$ cat config.mk
export PLATFORM = sky130hd
export DESIGN_NAME = quadrature_position_speed_with_homing
export DESIGN_NICKNAME = d
export VERILOG_FILES = /design/src/qpsh_pkg.sv /design/src/quadrature_position_speed_with_homing.sv
export SDC_FILE = /design/constraint.sdc
export NUM_CORES = 1
export LEC_CHECK = 0
export ABC_CLOCK_PERIOD_IN_PS = 7800
export BUFFER_PORTS_ARGS = -buffer_cell sky130_fd_sc_hd__buf_2
export CAP_MARGIN = 15
export CORE_MARGIN = 2
export CORE_UTILIZATION = 55
export DETAILED_ROUTE_END_ITERATION = 16
export GPL_TIMING_DRIVEN = 0
export PLACE_DENSITY = 0.87
export SLEW_MARGIN = 15
export SYNTH_ARGS = -nofsm -noshare
export SYNTH_HDL_FRONTEND = slang
export SYNTH_SLANG_ARGS = --single-unit
$ cat constraint.sdc
create_clock -name clk_i -period 7.8 [get_ports clk_i]
set_input_delay 0 -clock clk_i [delete_from_list [all_inputs] [get_ports clk_i]]
set_output_delay 0 -clock clk_i [all_outputs]
set_load 0.02 [all_outputs]
$ cat src/qpsh_pkg.sv
// shared constants for the quadrature position and speed counter with homing
package qpsh_pkg;

  localparam int unsigned COUNT_BITS_DEF = 24;

  localparam int unsigned CFG_W   = 16;
  localparam int unsigned VALUE_W = 40;
  localparam int unsigned TOTAL_W = 24;
  localparam int unsigned CODE_W  = 2;
  localparam int unsigned REQ_W   = 2;
  localparam int unsigned ADDR_W  = 4;
  localparam int unsigned APB_W   = 32;
  localparam int unsigned IN_DATA_W  = 8;
  localparam int unsigned OUT_DATA_W = 72;

  localparam logic [CFG_W-1:0] PERIOD_RST = 16'd1000;
  localparam logic [CFG_W-1:0] UM_RST     = 16'd1257;
  localparam logic [CFG_W-1:0] SCALE_RST  = 16'd1257;

  localparam logic [1:0] REG_PERIOD = 2'd0;
  localparam logic [1:0] REG_UM     = 2'd1;
  localparam logic [1:0] REG_SCALE  = 2'd2;

  localparam logic [REQ_W-1:0] REQ_EDGE   = 2'd0;
  localparam logic [REQ_W-1:0] REQ_TICK   = 2'd1;
  localparam logic [REQ_W-1:0] REQ_FIRST  = 2'd2;
  localparam logic [REQ_W-1:0] REQ_SECOND = 2'd3;

  localparam logic KIND_LENGTH = 1'b0;
  localparam logic KIND_SPEED  = 1'b1;

  localparam logic [CODE_W-1:0] MOTION_STOP = 2'd0;
  localparam logic [CODE_W-1:0] MOTION_POS  = 2'd1;
  localparam logic [CODE_W-1:0] MOTION_NEG  = 2'd2;

endpackage

$ cat src/quadrature_position_speed_with_homing.sv
// quadrature edge counter with end-stop homing, rope length and speed reports
//
//   channel   direction  carries
//   s_axis    in         tuser: req_type; tdata: level_a, level_b
//   m_axis    out        tuser: report_kind; tdata: report_value, pulse_total, motion_code
//   apb       in/out     period_ms, um_per_pulse, speed_scale
//
// one item per cycle while s_axis_tready_o is high; a report is captured in the operand
// stage with the state update, then passes the multiply and clamp stage into the result register
// reset clears the count, the phase, the window timer and both valid bits
// a stalled m_axis holds the result register; s_axis keeps taking items
// until the operand stage also fills
module quadrature_position_speed_with_homing #(
  parameter int unsigned COUNT_BITS = qpsh_pkg::COUNT_BITS_DEF
) (
  input  logic                                clk_i,
  input  logic                                rst_ni,
  input  logic                                s_axis_tvalid_i,
  output logic                                s_axis_tready_o,
  input  logic [qpsh_pkg::IN_DATA_W-1:0]      s_axis_tdata_i,  // level_a, level_b, pad
  input  logic [qpsh_pkg::REQ_W-1:0]          s_axis_tuser_i,  // req_type
  output logic                                m_axis_tvalid_o,
  input  logic                                m_axis_tready_i,
  output logic [qpsh_pkg::OUT_DATA_W-1:0]     m_axis_tdata_o,  // report_value, pulse_total,
                                                               // motion_code, pad
  output logic                                m_axis_tuser_o,  // report_kind
  input  logic                                psel,
  input  logic                                penable,
  input  logic                                pwrite,
  input  logic [qpsh_pkg::ADDR_W-1:0]         paddr,
  input  logic [qpsh_pkg::APB_W-1:0]          pwdata,
  output logic [qpsh_pkg::APB_W-1:0]          prdata,
  output logic                                pready
);

  localparam int unsigned CW = qpsh_pkg::CFG_W;
  localparam int unsigned PW = COUNT_BITS + 1 + CW + 1;

  localparam logic [1:0] PH_WAIT  = 2'd0;
  localparam logic [1:0] PH_ARMED = 2'd1;
  localparam logic [1:0] PH_RUN   = 2'd2;

  localparam logic signed [COUNT_BITS-1:0] CNT_MAX = {1'b0, {(COUNT_BITS-1){1'b1}}};
  localparam logic signed [COUNT_BITS-1:0] CNT_MIN = {1'b1, {(COUNT_BITS-1){1'b0}}};
  localparam logic [COUNT_BITS-1:0]        CNT_ONE = {{(COUNT_BITS-1){1'b0}}, 1'b1};
  localparam logic signed [63:0] VAL_MAX = 64'sd549755813887;
  localparam logic signed [63:0] VAL_MIN = -64'sd549755813888;
  localparam logic signed [32:0] TOT_MAX = 33'sd8388607;
  localparam logic signed [32:0] TOT_MIN = -33'sd8388608;

  // configuration
  logic [CW-1:0] period_q, um_q, scale_q;
  logic          cfg_wr;

  assign pready = 1'b1;
  assign cfg_wr = psel && penable && pwrite;

  always_ff @(posedge clk_i or negedge rst_ni) begin
    if (!rst_ni) begin
      period_q <= qpsh_pkg::PERIOD_RST;
      um_q     <= qpsh_pkg::UM_RST;
      scale_q  <= qpsh_pkg::SCALE_RST;
    end else if (cfg_wr) begin
      unique case (paddr[3:2])
        qpsh_pkg::REG_PERIOD: period_q <= pwdata[CW-1:0];
        qpsh_pkg::REG_UM:     um_q     <= pwdata[CW-1:0];
        qpsh_pkg::REG_SCALE:  scale_q  <= pwdata[CW-1:0];
        default: ;
      endcase
    end
  end

  always_comb begin
    unique case (paddr[3:2])
      qpsh_pkg::REG_PERIOD: prdata = {{(qpsh_pkg::APB_W-CW){1'b0}}, period_q};
      qpsh_pkg::REG_UM:     prdata = {{(qpsh_pkg::APB_W-CW){1'b0}}, um_q};
      qpsh_pkg::REG_SCALE:  prdata = {{(qpsh_pkg::APB_W-CW){1'b0}}, scale_q};
      default:              prdata = '0;
    endcase
  end

  // handshake
  logic s1_valid_q, s1_valid_d;
  logic out_valid_q;
  logic out_load, accept;

  assign out_load        = !out_valid_q || m_axis_tready_i;
  assign s_axis_tready_o = !s1_valid_q || out_load;
  assign accept          = s_axis_tvalid_i && s_axis_tready_o;

  // counter state
  logic signed [COUNT_BITS-1:0] count_q, count_d;
  logic [1:0]                   phase_q, phase_d;
  logic [CW-1:0]                ms_q, ms_d;

  logic [qpsh_pkg::REQ_W-1:0] req;
  logic                       lvl_a, lvl_b;
  logic [CW-1:0]              per;
  logic [CW:0]                ms_inc;
  logic                       report, rep_kind;

  assign req    = s_axis_tuser_i;
  assign lvl_a  = s_axis_tdata_i[0];
  assign lvl_b  = s_axis_tdata_i[1];
  assign per    = (period_q == '0) ? {{(CW-1){1'b0}}, 1'b1} : period_q;
  assign ms_inc = {1'b0, ms_q} + {{CW{1'b0}}, 1'b1};

  always_comb begin
    count_d  = count_q;
    phase_d  = phase_q;
    ms_d     = ms_q;
    report   = 1'b0;
    rep_kind = qpsh_pkg::KIND_SPEED;
    if (accept) begin
      unique case (req)
        qpsh_pkg::REQ_EDGE: begin
          if (lvl_a == lvl_b) begin
            if (count_q != CNT_MIN) count_d = count_q - CNT_ONE;
          end else begin
            if (count_q != CNT_MAX) count_d = count_q + CNT_ONE;
          end
        end
        qpsh_pkg::REQ_TICK: begin
          if (phase_q != PH_WAIT && phase_q != PH_ARMED) begin
            if (ms_inc < {1'b0, per}) begin
              ms_d = ms_inc[CW-1:0];
            end else begin
              report  = 1'b1;
              count_d = '0;
              ms_d    = '0;
            end
          end
        end
        qpsh_pkg::REQ_FIRST: begin
          if (phase_q == PH_WAIT) begin
            count_d = '0;
            phase_d = PH_ARMED;
          end
        end
        default: begin
          if (phase_q == PH_ARMED) begin
            report   = 1'b1;
            rep_kind = qpsh_pkg::KIND_LENGTH;
            count_d  = '0;
            ms_d     = '0;
            phase_d  = PH_RUN;
          end
        end
      endcase
    end
  end

  always_ff @(posedge clk_i or negedge rst_ni) begin
    if (!rst_ni) begin
      count_q <= '0;
      phase_q <= PH_WAIT;
      ms_q    <= '0;
    end else begin
      count_q <= count_d;
      phase_q <= phase_d;
      ms_q    <= ms_d;
    end
  end

  // operand stage
  logic                         s1_kind_q;
  logic signed [COUNT_BITS-1:0] s1_count_q;
  logic signed [COUNT_BITS:0]   s1_opnd_q;
  logic [CW-1:0]                s1_mult_q;
  logic [qpsh_pkg::CODE_W-1:0]  s1_code_q;
  logic signed [COUNT_BITS:0]   cnt_ext;
  logic [qpsh_pkg::CODE_W-1:0]  code_d;

  assign cnt_ext = {count_q[COUNT_BITS-1], count_q};

  always_comb begin
    if (rep_kind == qpsh_pkg::KIND_LENGTH || count_q == '0) begin
      code_d = qpsh_pkg::MOTION_STOP;
    end else if (count_q[COUNT_BITS-1]) begin
      code_d = qpsh_pkg::MOTION_NEG;
    end else begin
      code_d = qpsh_pkg::MOTION_POS;
    end
  end

  assign s1_valid_d = s_axis_tready_o ? (accept && report) : s1_valid_q;

  always_ff @(posedge clk_i or negedge rst_ni) begin
    if (!rst_ni) begin
      s1_valid_q <= 1'b0;
    end else begin
      s1_valid_q <= s1_valid_d;
    end
  end

  always_ff @(posedge clk_i) begin
    if (accept && report) begin
      s1_kind_q  <= rep_kind;
      s1_count_q <= count_q;
      s1_opnd_q  <= (rep_kind == qpsh_pkg::KIND_LENGTH && count_q[COUNT_BITS-1]) ?
                    -cnt_ext : cnt_ext;
      s1_mult_q  <= (rep_kind == qpsh_pkg::KIND_LENGTH) ? um_q : scale_q;
      s1_code_q  <= code_d;
    end
  end

  // multiply and clamp
  logic signed [CW:0]    mult_s;
  logic signed [PW-1:0]  prod;
  logic signed [63:0]    prod_ext;
  logic signed [32:0]    tot_ext;
  logic [qpsh_pkg::VALUE_W-1:0] value_c;
  logic [qpsh_pkg::TOTAL_W-1:0] total_c;

  assign mult_s   = {1'b0, s1_mult_q};
  assign prod     = s1_opnd_q * mult_s;
  assign prod_ext = {{(64-PW){prod[PW-1]}}, prod};
  assign tot_ext  = {{(33-COUNT_BITS){s1_count_q[COUNT_BITS-1]}}, s1_count_q};

  always_comb begin
    if (prod_ext > VAL_MAX) begin
      value_c = VAL_MAX[qpsh_pkg::VALUE_W-1:0];
    end else if (prod_ext < VAL_MIN) begin
      value_c = VAL_MIN[qpsh_pkg::VALUE_W-1:0];
    end else begin
      value_c = prod_ext[qpsh_pkg::VALUE_W-1:0];
    end
    if (tot_ext > TOT_MAX) begin
      total_c = TOT_MAX[qpsh_pkg::TOTAL_W-1:0];
    end else if (tot_ext < TOT_MIN) begin
      total_c = TOT_MIN[qpsh_pkg::TOTAL_W-1:0];
    end else begin
      total_c = tot_ext[qpsh_pkg::TOTAL_W-1:0];
    end
  end

  // result register
  logic                         out_kind_q;
  logic [qpsh_pkg::VALUE_W-1:0] out_value_q;
  logic [qpsh_pkg::TOTAL_W-1:0] out_total_q;
  logic [qpsh_pkg::CODE_W-1:0]  out_code_q;

  always_ff @(posedge clk_i or negedge rst_ni) begin
    if (!rst_ni) begin
      out_valid_q <= 1'b0;
    end else if (out_load) begin
      out_valid_q <= s1_valid_q;
    end
  end

  always_ff @(posedge clk_i) begin
    if (out_load && s1_valid_q) begin
      out_kind_q  <= s1_kind_q;
      out_value_q <= value_c;
      out_total_q <= total_c;
      out_code_q  <= s1_code_q;
    end
  end

  assign m_axis_tvalid_o = out_valid_q;
  assign m_axis_tuser_o  = out_kind_q;
  assign m_axis_tdata_o  = {{(qpsh_pkg::OUT_DATA_W - qpsh_pkg::VALUE_W - qpsh_pkg::TOTAL_W
                              - qpsh_pkg::CODE_W){1'b0}},
                            out_code_q, out_total_q, out_value_q};

  // checks
  a_len_code: assert property (@(posedge clk_i) disable iff (!rst_ni)
    out_valid_q && out_kind_q == qpsh_pkg::KIND_LENGTH |-> out_code_q == qpsh_pkg::MOTION_STOP)
    else $error("length report with nonzero motion code");

  a_pos_code: assert property (@(posedge clk_i) disable iff (!rst_ni)
    out_valid_q && out_code_q == qpsh_pkg::MOTION_POS |->
      !out_total_q[qpsh_pkg::TOTAL_W-1] && out_total_q != '0)
    else $error("positive motion code with non-positive total");

  a_home: assert property (@(posedge clk_i) disable iff (!rst_ni)
    accept && req == qpsh_pkg::REQ_SECOND && phase_q == PH_ARMED |=>
      phase_q == PH_RUN && ms_q == '0 && s1_valid_q)
    else $error("armed second end-stop did not start running mode");

  a_ms_idle: assert property (@(posedge clk_i) disable iff (!rst_ni)
    phase_q == PH_WAIT || phase_q == PH_ARMED |-> ms_q == '0)
    else $error("window timer moved before running mode");

endmodule

==> metrics <==
Die Span Y=220 um; period utilization=a little over nine tenths; Max clock buf depth=3; std cell rows=79; GR Util met2=between 40% and 50%; number of global-route vias before repair=between 15k and 20k; global-route wire length before repair=between 100 and 150 mm; CP arrival=7.83 ns; Setup WS pre-CTS=0.0221 ns; Slowest-stage cell, CP=fa_1; CTS tree=built; GR Util met1=35.4%; number of CTS-inserted buffers=25; antenna violations before repair=1; status=finished, final reports clean; busiest layer in global routing=met2; H-tree levels=1; drt pass-1 iters=6; placed inst area=around 27000 um^2; most used cell, CP=fa_1; root buf cell=clkbuf_16; layout net count=around 3.4k; Worst path max stage delay=between 0.5 and 0.6 ns; synth unique cells=74; Area growth, synth to finish=10.5%; final worst setup slack=0.289 ns; EDFF count, synth=134; Required @ worst endpoint=8.12 ns; final-report hold violation count=0; Overflow after GRT=0; Yosys reg bits=226; Syn Inst Count=2643; clock latency on the worst-skew pair=0.58 ns; Max-Cap Viols=0; Iteration-0 DRC Markers=1763; top-count cell post-synth=inv_1; Worst slew margin=23.3%; CP endpoint kind=flip-flop; core area=46400 um^2; r2r endpoint=out_value_q[26]; largest net degree at the start of global routing=52; setup violators final=0; Commonest cells post-synth=inv_1 (521), fa_1 (392), nand2_1 (382), and2_1 (173), ha_1 (143); layout cells sized above 1=10.8%; RSZ-0062 raised after global routing=false; startpoint types=flip-flop; die area=48600 um^2; Synth top area share=30.5%; Sink Count=226; area of the multi-input gates=16900 um^2; gpl congestion=0.988; Reg clk slew, reported paths=0.06 ns; pins over their slew limit=0; worst r2r src=s1_opnd_q[7]; Mapped Area=25800 um^2; Min Hold Slack=0.0219 ns; met3 usage=approximately 6.9%; die span in x=220 um; ys async rst share=40.7%; syn_area_per_cell=9.75 um^2; R2R Setup Slk=0.29 ns; DRT Wirelength=64.4 mm; detailed placement HPWL=a little over 50 mm; critical path type=flip-flop to flip-flop; Avg WL per Cell=18.6 um; # IOs=161; initial core utilization=55.6%; setup TNS=0 ns; worst r2r path cells=24; Global Route Usage Sum=27.6%; # port buffers=around 110; Critical Path Fanout Max=10; Yosys warnings=0; Final min period=7.51 ns; Via Count=19.2k; Top FF cell, synth=edfxtp_1; Final Instance Area=~28000 um^2; clk_skew=0.0329 ns; register area=6350 um^2; cell-by-cell trace of the critical path=clkbuf_1, and2_1, fa_1, inv_1, fa_1, fa_1, inv_1, fa_1, fa_1, inv_1, fa_1, inv_1, ha_1, and3_1, a21bo_1, a31o_1, a211oi_2, o21bai_1, a31o_1, a211oi_2, o22ai_2, buf_6, buf_6, a21o_1; Worst-Margin Slew=~1.1 ns; largest area contributor in the netlist=fa_1; ANT nets after route=0; drt via density=5.54; # fillers=between 3k and 4k; largest cells by area after synthesis=fa_1 (30%), edfxtp_1 (16%), inv_1 (7.6%), dfrtp_1 (7.2%), ha_1 (6.9%); drc violations=0; Max Clk Rate=133 MHz; sequential area share after synthesis=24.6%; worst hold path class=primary input to async pin
==> critical path: cells and delay by family, from the launching register on <==
family | cells | cell delay, ns
compound gates | 8 | 1.88
fa+ha+maj | 7 | 3.47
buf+inv | 7 | 0.87
flops | 1 | 0.52
simple gates | 2 | 0.52
==> per-stage QoR <==
step	std cells	utilization, %
3_5_place_dp	3390	58.9
2_1_floorplan	2664	-
4_1_cts	3457	61.1
3_3_place_gp	3384	58.6
5_1_grt	3466	61.4
6_report	3466	61.4
==> cells in the final DEF, fill, tap and decap left out, drive strengths merged, types with 12 or more instances in the layout <==
| master | instances |
|---|---|
| clkbuf | 147 |
| conb | 23 |
| a31oi | 14 |
| fa | 392 |
| dfstp | 18 |
| mux2 | 35 |
| dfrtp | 74 |
| a211oi | 12 |
| nand2b | 16 |
| edfxtp | 134 |
| buf | 167 |
| nand2 | 382 |
| nand3 | 19 |
| ha | 143 |
| nand4 | 17 |
| o21ai | 76 |
| and2 | 173 |
| o31ai | 13 |
| dlygate4sd3 | 21 |
| a21o | 65 |
| inv | 522 |
| a22o | 18 |
| nor2 | 47 |
| a21oi | 68 |
| nor3 | 14 |
| mux2i | 19 |
| o21a | 18 |
| xor2 | 37 |
| xnor2 | 52 |
==> final cells by class <==
type                    count  share of cell area [%]
flip-flops and latches    226                    22.3
diodes                      1                 0.00879
plain buffers             146                    2.47
repair buffers            151                    3.39
inverters                 521                    6.88
well taps                 607                    2.67
clock buffers              38                    2.63
clock inverters             8                   0.303
multi-input cells        1768                    59.3
==> cell families (layout without fill, tap and decap cells) <==
kind of cell	Yosys count	in the layout	share of synthesized area, %
AO/OA/AOI/OAI	333	333	8.67
flip-flops	226	226	24.6
buffers and inverters	670	864	10.2
other	2	24	0.0291
multiplexers	54	54	2.27
XOR/XNOR	89	89	3.02
AND/OR/NAND/NOR	734	734	13.8
adder cells (fa/ha/maj)	535	535	37.4
==> per-layer routing <==
layer	vias to the layer above	share of wire, %
li1	8632	-
met1	9410	39
met2	957	47
met3	198	10
met4	0	4.3
met5	-	0
==> state kept, by name, indices dropped and copies added (netlist names), 2 cells and up <==
signal / flops
s1_count_q: 24
s1_opnd_q: 24
ms_q: 16
s1_code_q: 2
scale_q: 16
s1_mult_q: 16
out_code_q: 2
period_q: 16
phase_q: 2
um_q: 16
out_value_q: 40
out_total_q: 24
count_q: 24
==> what timing repair did <==
| item | 4_1_cts | 5_1_grt |
|---|---|---|
| pin swaps | 0 | 1 |
| hold buffers | 21 | 0 |
| gates cloned | 0 | 0 |
| setup endpoints to repair | 10 | 39 |
| buffers inserted | 0 | 11 |
| endpoints found under the hold margin | 135 | 0 |
| gates resized for setup | 1 | 56 |
==> worst max-delay path by stage <==
stage,startpoint,end,slack [ns],depth (start not counted)
3_5_place_dp,s1_mult_q[9],out_value_q[28],0.02,24
3_3_place_gp,ms_q[0],s1_count_q[23],-1.97,12
2_1_floorplan,ms_q[0],s1_code_q[0],0.1,12
4_1_cts,s1_mult_q[10],out_value_q[36],0.06,24
5_1_grt,s1_mult_q[13],out_value_q[34],0.01,24
6_report,s1_opnd_q[7],out_value_q[26],0.29,24
Power is not shown: default switching activity piles up to over one toggle a cycle in this logic, so the estimate is an artifact.
